$ cat src/rtl/ptg_pkg.sv
`default_nettype none

package ptg_pkg;

	localparam int PADDR_W = 3;
	localparam int OUT_DEPTH = 8;
	localparam int OUT_AW = 3;

	localparam logic OP_INSERT = 1'b0;
	localparam logic OP_READ = 1'b1;

	localparam logic REG_CELL_INVERSE = 1'b0;
	localparam logic REG_SENSOR_HEIGHT = 1'b1;

	localparam logic [31:0] CELL_INVERSE_RESET = 32'd655360;
	localparam logic [30:0] SENSOR_HEIGHT_RESET = 31'd0;

	localparam logic [7:0] UNKNOWN_CELL = 8'hFF;
	localparam logic [7:0] HEIGHT_MAX = 8'd127;
	localparam logic [32:0] QUARTER_M2 = 33'h0_4000_0000;

	typedef struct packed {
		logic valid;
		logic rd;
		logic wr;
		logic hit;
		logic [7:0] value;
		logic [15:0] index;
	} ptg_cmd_t;

endpackage

`default_nettype wire

$ cat src/rtl/ptg_out_fifo.sv
`default_nettype none

module ptg_out_fifo (
	input wire logic clk,
	input wire logic arst_n,
	input wire logic push,
	input wire logic [7:0] push_data,
	input wire logic pop,
	output logic valid,
	output logic [7:0] data
);
	import ptg_pkg::*;

	logic [7:0] slots_q [OUT_DEPTH];
	logic [OUT_AW-1:0] wr_ptr_q;
	logic [OUT_AW-1:0] rd_ptr_q;
	logic [OUT_AW:0] count_q;
	logic do_pop;

	assign valid = (count_q != '0);
	assign data = slots_q[rd_ptr_q];
	assign do_pop = pop && valid;

	always_ff @(posedge clk or negedge arst_n) begin
		if (!arst_n) begin
			wr_ptr_q <= '0;
			rd_ptr_q <= '0;
			count_q <= '0;
		end else begin
			if (push) begin
				wr_ptr_q <= wr_ptr_q + 1'b1;
			end
			if (do_pop) begin
				rd_ptr_q <= rd_ptr_q + 1'b1;
			end
			if (push && !do_pop) begin
				count_q <= count_q + 1'b1;
			end else if (!push && do_pop) begin
				count_q <= count_q - 1'b1;
			end
		end
	end

	always_ff @(posedge clk) begin
		if (push) begin
			slots_q[wr_ptr_q] <= push_data;
		end
	end

endmodule

`default_nettype wire

$ cat config.mk
export PLATFORM = sky130hd
export DESIGN_NAME = ptg_out_fifo
export DESIGN_NICKNAME = d
export VERILOG_FILES = /design/src/rtl/ptg_pkg.sv /design/src/rtl/ptg_out_fifo.sv
export SDC_FILE = /design/constraint.sdc
export NUM_CORES = 1
export LEC_CHECK = 0
export ABC_AREA = 1
export BUFFER_PORTS_ARGS = -buffer_cell sky130_fd_sc_hd__buf_2
export CELL_PAD_IN_SITES_DETAIL_PLACEMENT = 2
export CELL_PAD_IN_SITES_GLOBAL_PLACEMENT = 2
export CORE_AREA = 4 4 98 100
export CTS_BUF_LIST = sky130_fd_sc_hd__clkbuf_2 sky130_fd_sc_hd__clkbuf_4 sky130_fd_sc_hd__clkbuf_8
export CTS_CLUSTER_DIAMETER = 40
export CTS_CLUSTER_SIZE = 25
export DETAILED_ROUTE_END_ITERATION = 8
export DIE_AREA = 0 0 102 104
export GPL_ROUTABILITY_DRIVEN = 0
export PLACE_DENSITY = 0.76
export SETUP_SLACK_MARGIN = 0.5
export SKIP_CTS_REPAIR_TIMING = 1
export SLEW_MARGIN = 30
export SYNTH_ARGS = -nofsm -noshare
export SYNTH_HDL_FRONTEND = slang
export SYNTH_SLANG_ARGS = --single-unit
$ cat constraint.sdc
create_clock -name clk -period 2.1 [get_ports clk]
set_clock_uncertainty 0.1 [all_clocks]
set_input_delay 0.21 -clock clk [delete_from_list [all_inputs] [get_ports clk]]
set_output_delay 0.21 -clock clk [all_outputs]
set_load 0.1 [all_outputs]
# [Word level (Yosys, flattened, before mapping)]
# Memories as Yosys holds them, arrays and structs flattened.
# Index checks and enable logic that the tools add are counted.
# W data, S select, Z words.
[word_totals] reg_bits=10 mem_bits_rw=64 inputBits=12 out_inout_bits=9 elab_cells=19 n_memories=1
[op_classes] n_addsub=4 mux=4 n_reduce_logical=7
[mem_list] name="slots_q" words=8 word_bits=8 rd=1 rd_clocked_by_memory_dff=0 write_ports=1 line="ptg_out_fifo.sv:14" rtl="logic [7:0] slots_q [OUT_DEPTH];"
[op_table] op="$mux W4" n=2
[op_table] op="$add A3 B1 Y3 const B" n=2
[op_table] op="$add A4 B1 Y4 const B" n=1
[op_table] op="$reduce_bool A4 Y1" n=1
[op_table] op="$sub A4 B1 Y4 const B" n=1
[op_table] op="$logic_and A1 B1 Y1" n=3
[op_table] op="$logic_not A1 Y1" n=2
[op_table] op="$mux W1" n=2
[op_table] op="$reduce_bool A2 Y1" n=1

# [Logic depth before layout (Yosys ltp)]
[depth] word_depth=5 ltp_mapped=12 ltp_nobuf=12

# [Least setup slack after synthesis]
# Ideal clock, no wire load.
[synth_path] path_type="reg2reg" start="register count_q[0]" end="register count_q[3]" setup_time_ps=117 arrival_ps=2517 required_ps=1883 path_slack_ps=-634 stages_incl_launch_ff=12 n_path_buf=0 period_less_slack_ps=2734 path_cell_list="dfrtp_1 > nor2_1 > nand2_1 > nand2_1 > ha_1 > inv_1 > ha_1 > or2_2 > nand2_1 > nand2_1 > nand3_1 > nand2_1"
[synth_between] elab_chain_len=5 word_cells_on_any_way=10 classes_between="2 x add/sub; 2 x mux; 6 x reduce/logical"
[synth_lines] element="from (decl)" line="ptg_out_fifo.sv:17" rtl="logic [OUT_AW:0] count_q;"
[synth_lines] element="from (signal assigned)" line="ptg_out_fifo.sv:37" rtl="count_q <= count_q + 1'b1;"
[synth_lines] element="from (signal assigned)" line="ptg_out_fifo.sv:39" rtl="count_q <= count_q - 1'b1;"
[synth_lines] element="$reduce_bool A4 Y1 (*)" line="ptg_out_fifo.sv:20" rtl="assign valid = (count_q != '0);"
[synth_lines] element="via valid" line="ptg_out_fifo.sv:9" rtl="output logic valid,"
[synth_lines] element="$logic_and A1 B1 Y1 (*)" line="ptg_out_fifo.sv:22" rtl="assign do_pop = pop && valid;"
[synth_lines] element="$logic_not A1 Y1" line="ptg_out_fifo.sv:36" rtl="if (push && !do_pop) begin"
[synth_lines] element="$logic_and A1 B1 Y1" line="ptg_out_fifo.sv:36"
[synth_lines] element="$mux W4 or $reduce_bool A2 Y1 (tied branches)"
# Mark *: on every way through the listed nets, which the timed path passes. The rest lies on a longest branch. The select of a mux whose other input is x is not followed.
# A chain may end at the register's enable or synchronous reset.

# [Worst setup path after layout]
[layout_path] start="register rd_ptr_q[0]" end="output data[0]"
[layout_between] elab_chain_len=1
[layout_lines] element="from (decl)" line="ptg_out_fifo.sv:16" rtl="logic [OUT_AW-1:0] rd_ptr_q;"
[layout_lines] element="from (signal assigned)" line="ptg_out_fifo.sv:34" rtl="rd_ptr_q <= rd_ptr_q + 1'b1;"
[layout_lines] element="$mem_v2 Z8 W8"
[layout_lines] element="to (decl)" line="ptg_out_fifo.sv:10" rtl="output logic [7:0] data"
# No other way between the ends.

==> flow_summary.ini <==
[run_status]
run_status = complete, but fails checks
violations = setup timing

[setup_path]
cp_slowest_stage_delay_ns = 0.47
critical_path.max_fanout = 7
ff2ff_path_depth = 11
setup.worst_path.start_class = flip-flop
reg2reg_setup_slack_ns = 0.23
r2r-end = count_q[3]$_DFFE_PN0P_
regToRegStartpoint = count_q[1]$_DFFE_PN0P_
worstSetupPathType = reg -> out
timing.critical_path.required_ns = 1.79
timing.critical_path.arrival_ns = 1.81
end_kind = output pin
crit_path_top_delay_cell = sky130_fd_sc_hd__dfrtp_2
path_cells = inv_8 > clkbuf_16 > nand2_1 > nand2_1 > nand2_1 > o21ai_2 > nand2_1 > nand2_4 > buf_12
crit_end = data[0]
critPathMostFrequentCell = sky130_fd_sc_hd__nand2_1
worstSetupStartpoint = rd_ptr_q[0]$_DFFE_PN0P_

[clock_network]
cts-root-to-sink-buffers = 2
number_of_levels_in_the_clock_h_tree = 3
tritoncts.num_buffers = 9
cts.clk_slew.worst_paths_ns = 0.08
cts.sinks = 74
tritoncts = yes
clock-root-buffer = sky130_fd_sc_hd__clkbuf_8
clk_latency_ns = 0.35

[die]
die_w_um = 102
top_level_ports = 21
core_area_sq_um = 8680
die_height_um = 104
fp.dieArea_sq_um = 10600
initial_utilization = 0.363
core.rowCount = 34

[synth]
syn-cell-area_sq_um = 3150
ys.warnings.count = 0
synth.ff_latch_count = 74
syn-instance-count = 289
netlist-cell-type-count = 19
synth.net_count = 307
synth_sequential_area_ratio = 0.689
synthesis.area_per_instance_sq_um = 10.9

[drt]
via_count = 2310
drt_pass1_iterations = 4
total_length_of_routed_wires_um = 9490
post_drt_wl_per_cell_um = 21.3
detail_route.iter0.violations = 171
vias_per_cell = 5.18
drt_drc_violations_left = 0
route.antenna.remaining_nets = 0

[finish]
areaGrowthSynthToFinish_pct = 32.3
nets = 351
final_cell_mix = sky130_fd_sc_hd__nand2_1 (97), sky130_fd_sc_hd__edfxtp_1 (64), sky130_fd_sc_hd__nor2_1 (24), sky130_fd_sc_hd__o21ai_0 (17), sky130_fd_sc_hd__buf_4 (15)
layout.filler_cells = 884
most_common_library_cell_in_the_layout_ignoring_fill_and_taps = sky130_fd_sc_hd__nand2_1
antenna-diode-count = 0
layout-drive-gt1-share = 0.287
final_cell_count_no_fill = 446

[sta]
setup_viol = 1
hold_violations = 0
finalWorstPathRequiredPeriod_ns = 2.12
finalCritPeriodShare = 1.01
relSlewSlack = 0.708
timing_worst_slew_pin_value_ns = 0.435
setup_tns_ns = -0.0212
unrepaired_setup_endpoints_after_global_routing = true
max_clock_freq_mhz = 471
fin_ws_ns = -0.0212
final_max_slew_viol_count = 0

[global_route]
grt_pass1_wl_um = 13400
vias_in_the_first_global_route = 2488
antenna_violations_before_repair = 0
grt_start_max_net_pins = 34
grt.total_usage = 0.173
gr-total-overflow = 0

[placement]
dpl.cell_count = 419
number_of_port_buffers = 20
dp_hpwl_um = 5520

[min_path]
hp-class = in -> reg

[job]
maxCapViolations = 0
## through the flow
| step | util | setup slack, ns | hold slack, ns | area (sq um) |
|---|---|---|---|---|
| 6_report | 0.480 | -0.0212 | 0.0326 | 4170 |
| 5_1_grt | 0.480 | -0.105 | 0.0296 | 4170 |
| 4_1_cts | 0.452 | -0.193 | -0.399 | 3920 |
| 3_5_place_dp | 0.423 | 0.204 | -0.00618 | 3670 |
| 3_3_place_gp | 0.423 | 0.245 | -0.0112 | 3670 |
| 2_1_floorplan | - | 0.160 | -0.186 | 3280 |
## layout make-up
type,count,area (sq um),area share
well taps,108,135,0.0324
inverters,11,55.1,0.0132
clock inverters,4,98.8,0.0237
repair buffers,43,482,0.116
flip-flops and latches,74,2180,0.522
multi-input cells,194,1070,0.256
clock buffers,12,153,0.0366
## cells by family after synthesis
logic type                 after synthesis  share of synthesized area
adders and majority gates                6                     0.0262
and+or+nand+nor                        147                      0.178
buffers and inverters                   21                     0.0353
xor gates and xnor gates                 5                     0.0139
DFF                                     74                      0.689
AOI/OAI and AO/OA                       36                     0.0572
## routing by layer
metal	track usage	vias up	wire [um]
met1	0.210	1211	3910
met2	0.299	37	5160
li1	-	1048	-
met5	0	-	0
met4	0.0590	0	135
met3	0.0369	14	283
## cell usage after synthesis
| library cell | number | area, sq um |
|---|---|---|
| sky130_fd_sc_hd__nand2_1 | 114 | 428 |
| sky130_fd_sc_hd__edfxtp_1 | 64 | 1920 |
| sky130_fd_sc_hd__nor2_1 | 28 | 105 |
| sky130_fd_sc_hd__o21ai_0 | 21 | 105 |
| sky130_fd_sc_hd__o21ai_1 | 13 | 65.1 |
| sky130_fd_sc_hd__dfrtp_1 | 10 | 250 |
| sky130_fd_sc_hd__inv_1 | 8 | 30.0 |
| sky130_fd_sc_hd__buf_2 | 5 | 25.0 |
| sky130_fd_sc_hd__ha_1 | 5 | 62.6 |
| sky130_fd_sc_hd__buf_4 | 3 | 22.5 |
| sky130_fd_sc_hd__nand3_1 | 3 | 15.0 |
| sky130_fd_sc_hd__xor2_1 | 3 | 26.3 |
| sky130_fd_sc_hd__a21oi_1 | 2 | 10.0 |
| sky130_fd_sc_hd__buf_6 | 2 | 22.5 |
| sky130_fd_sc_hd__inv_2 | 2 | 7.51 |
| sky130_fd_sc_hd__or2_2 | 2 | 12.5 |
| sky130_fd_sc_hd__xnor2_1 | 2 | 17.5 |
| sky130_fd_sc_hd__clkinv_1 | 1 | 3.75 |
| sky130_fd_sc_hd__fa_1 | 1 | 20.0 |
## worst max-delay path: cells and delay by family (launching register included)
| kind | cells | cell delay (ns) |
|---|---|---|
| buffers and inverters | 3 | 0.45 |
| AO/OA/AOI/OAI | 1 | 0.09 |
| flip-flops | 1 | 0.47 |
| AND/OR/NAND/NOR | 5 | 0.44 |
## flip-flops by register name, indices dropped and copies added (netlist names)
| signal | flops |
|---|---|
| slots_q | 64 |
| count_q | 4 |
| rd_ptr_q | 3 |
| wr_ptr_q | 3 |
## worst min path at each step
stage,depth (start not counted),slack [ns],startpoint,to
6_report,1,0.03,push_data[6],slots_q[1][6]$_DFFE_PP_
5_1_grt,1,0.03,push_data[1],slots_q[0][1]$_DFFE_PP_
4_1_cts,1,-0.40,arst_n,rd_ptr_q[2]$_DFFE_PN0P_
3_5_place_dp,1,-0.006,arst_n,rd_ptr_q[0]$_DFFE_PN0P_
3_3_place_gp,1,-0.01,arst_n,rd_ptr_q[1]$_DFFE_PN0P_
2_1_floorplan,0,-0.19,arst_n,count_q[0]$_DFFE_PN0P_
Power is not shown: default switching activity piles up to over one toggle a cycle in this logic, so the estimate is an artifact.
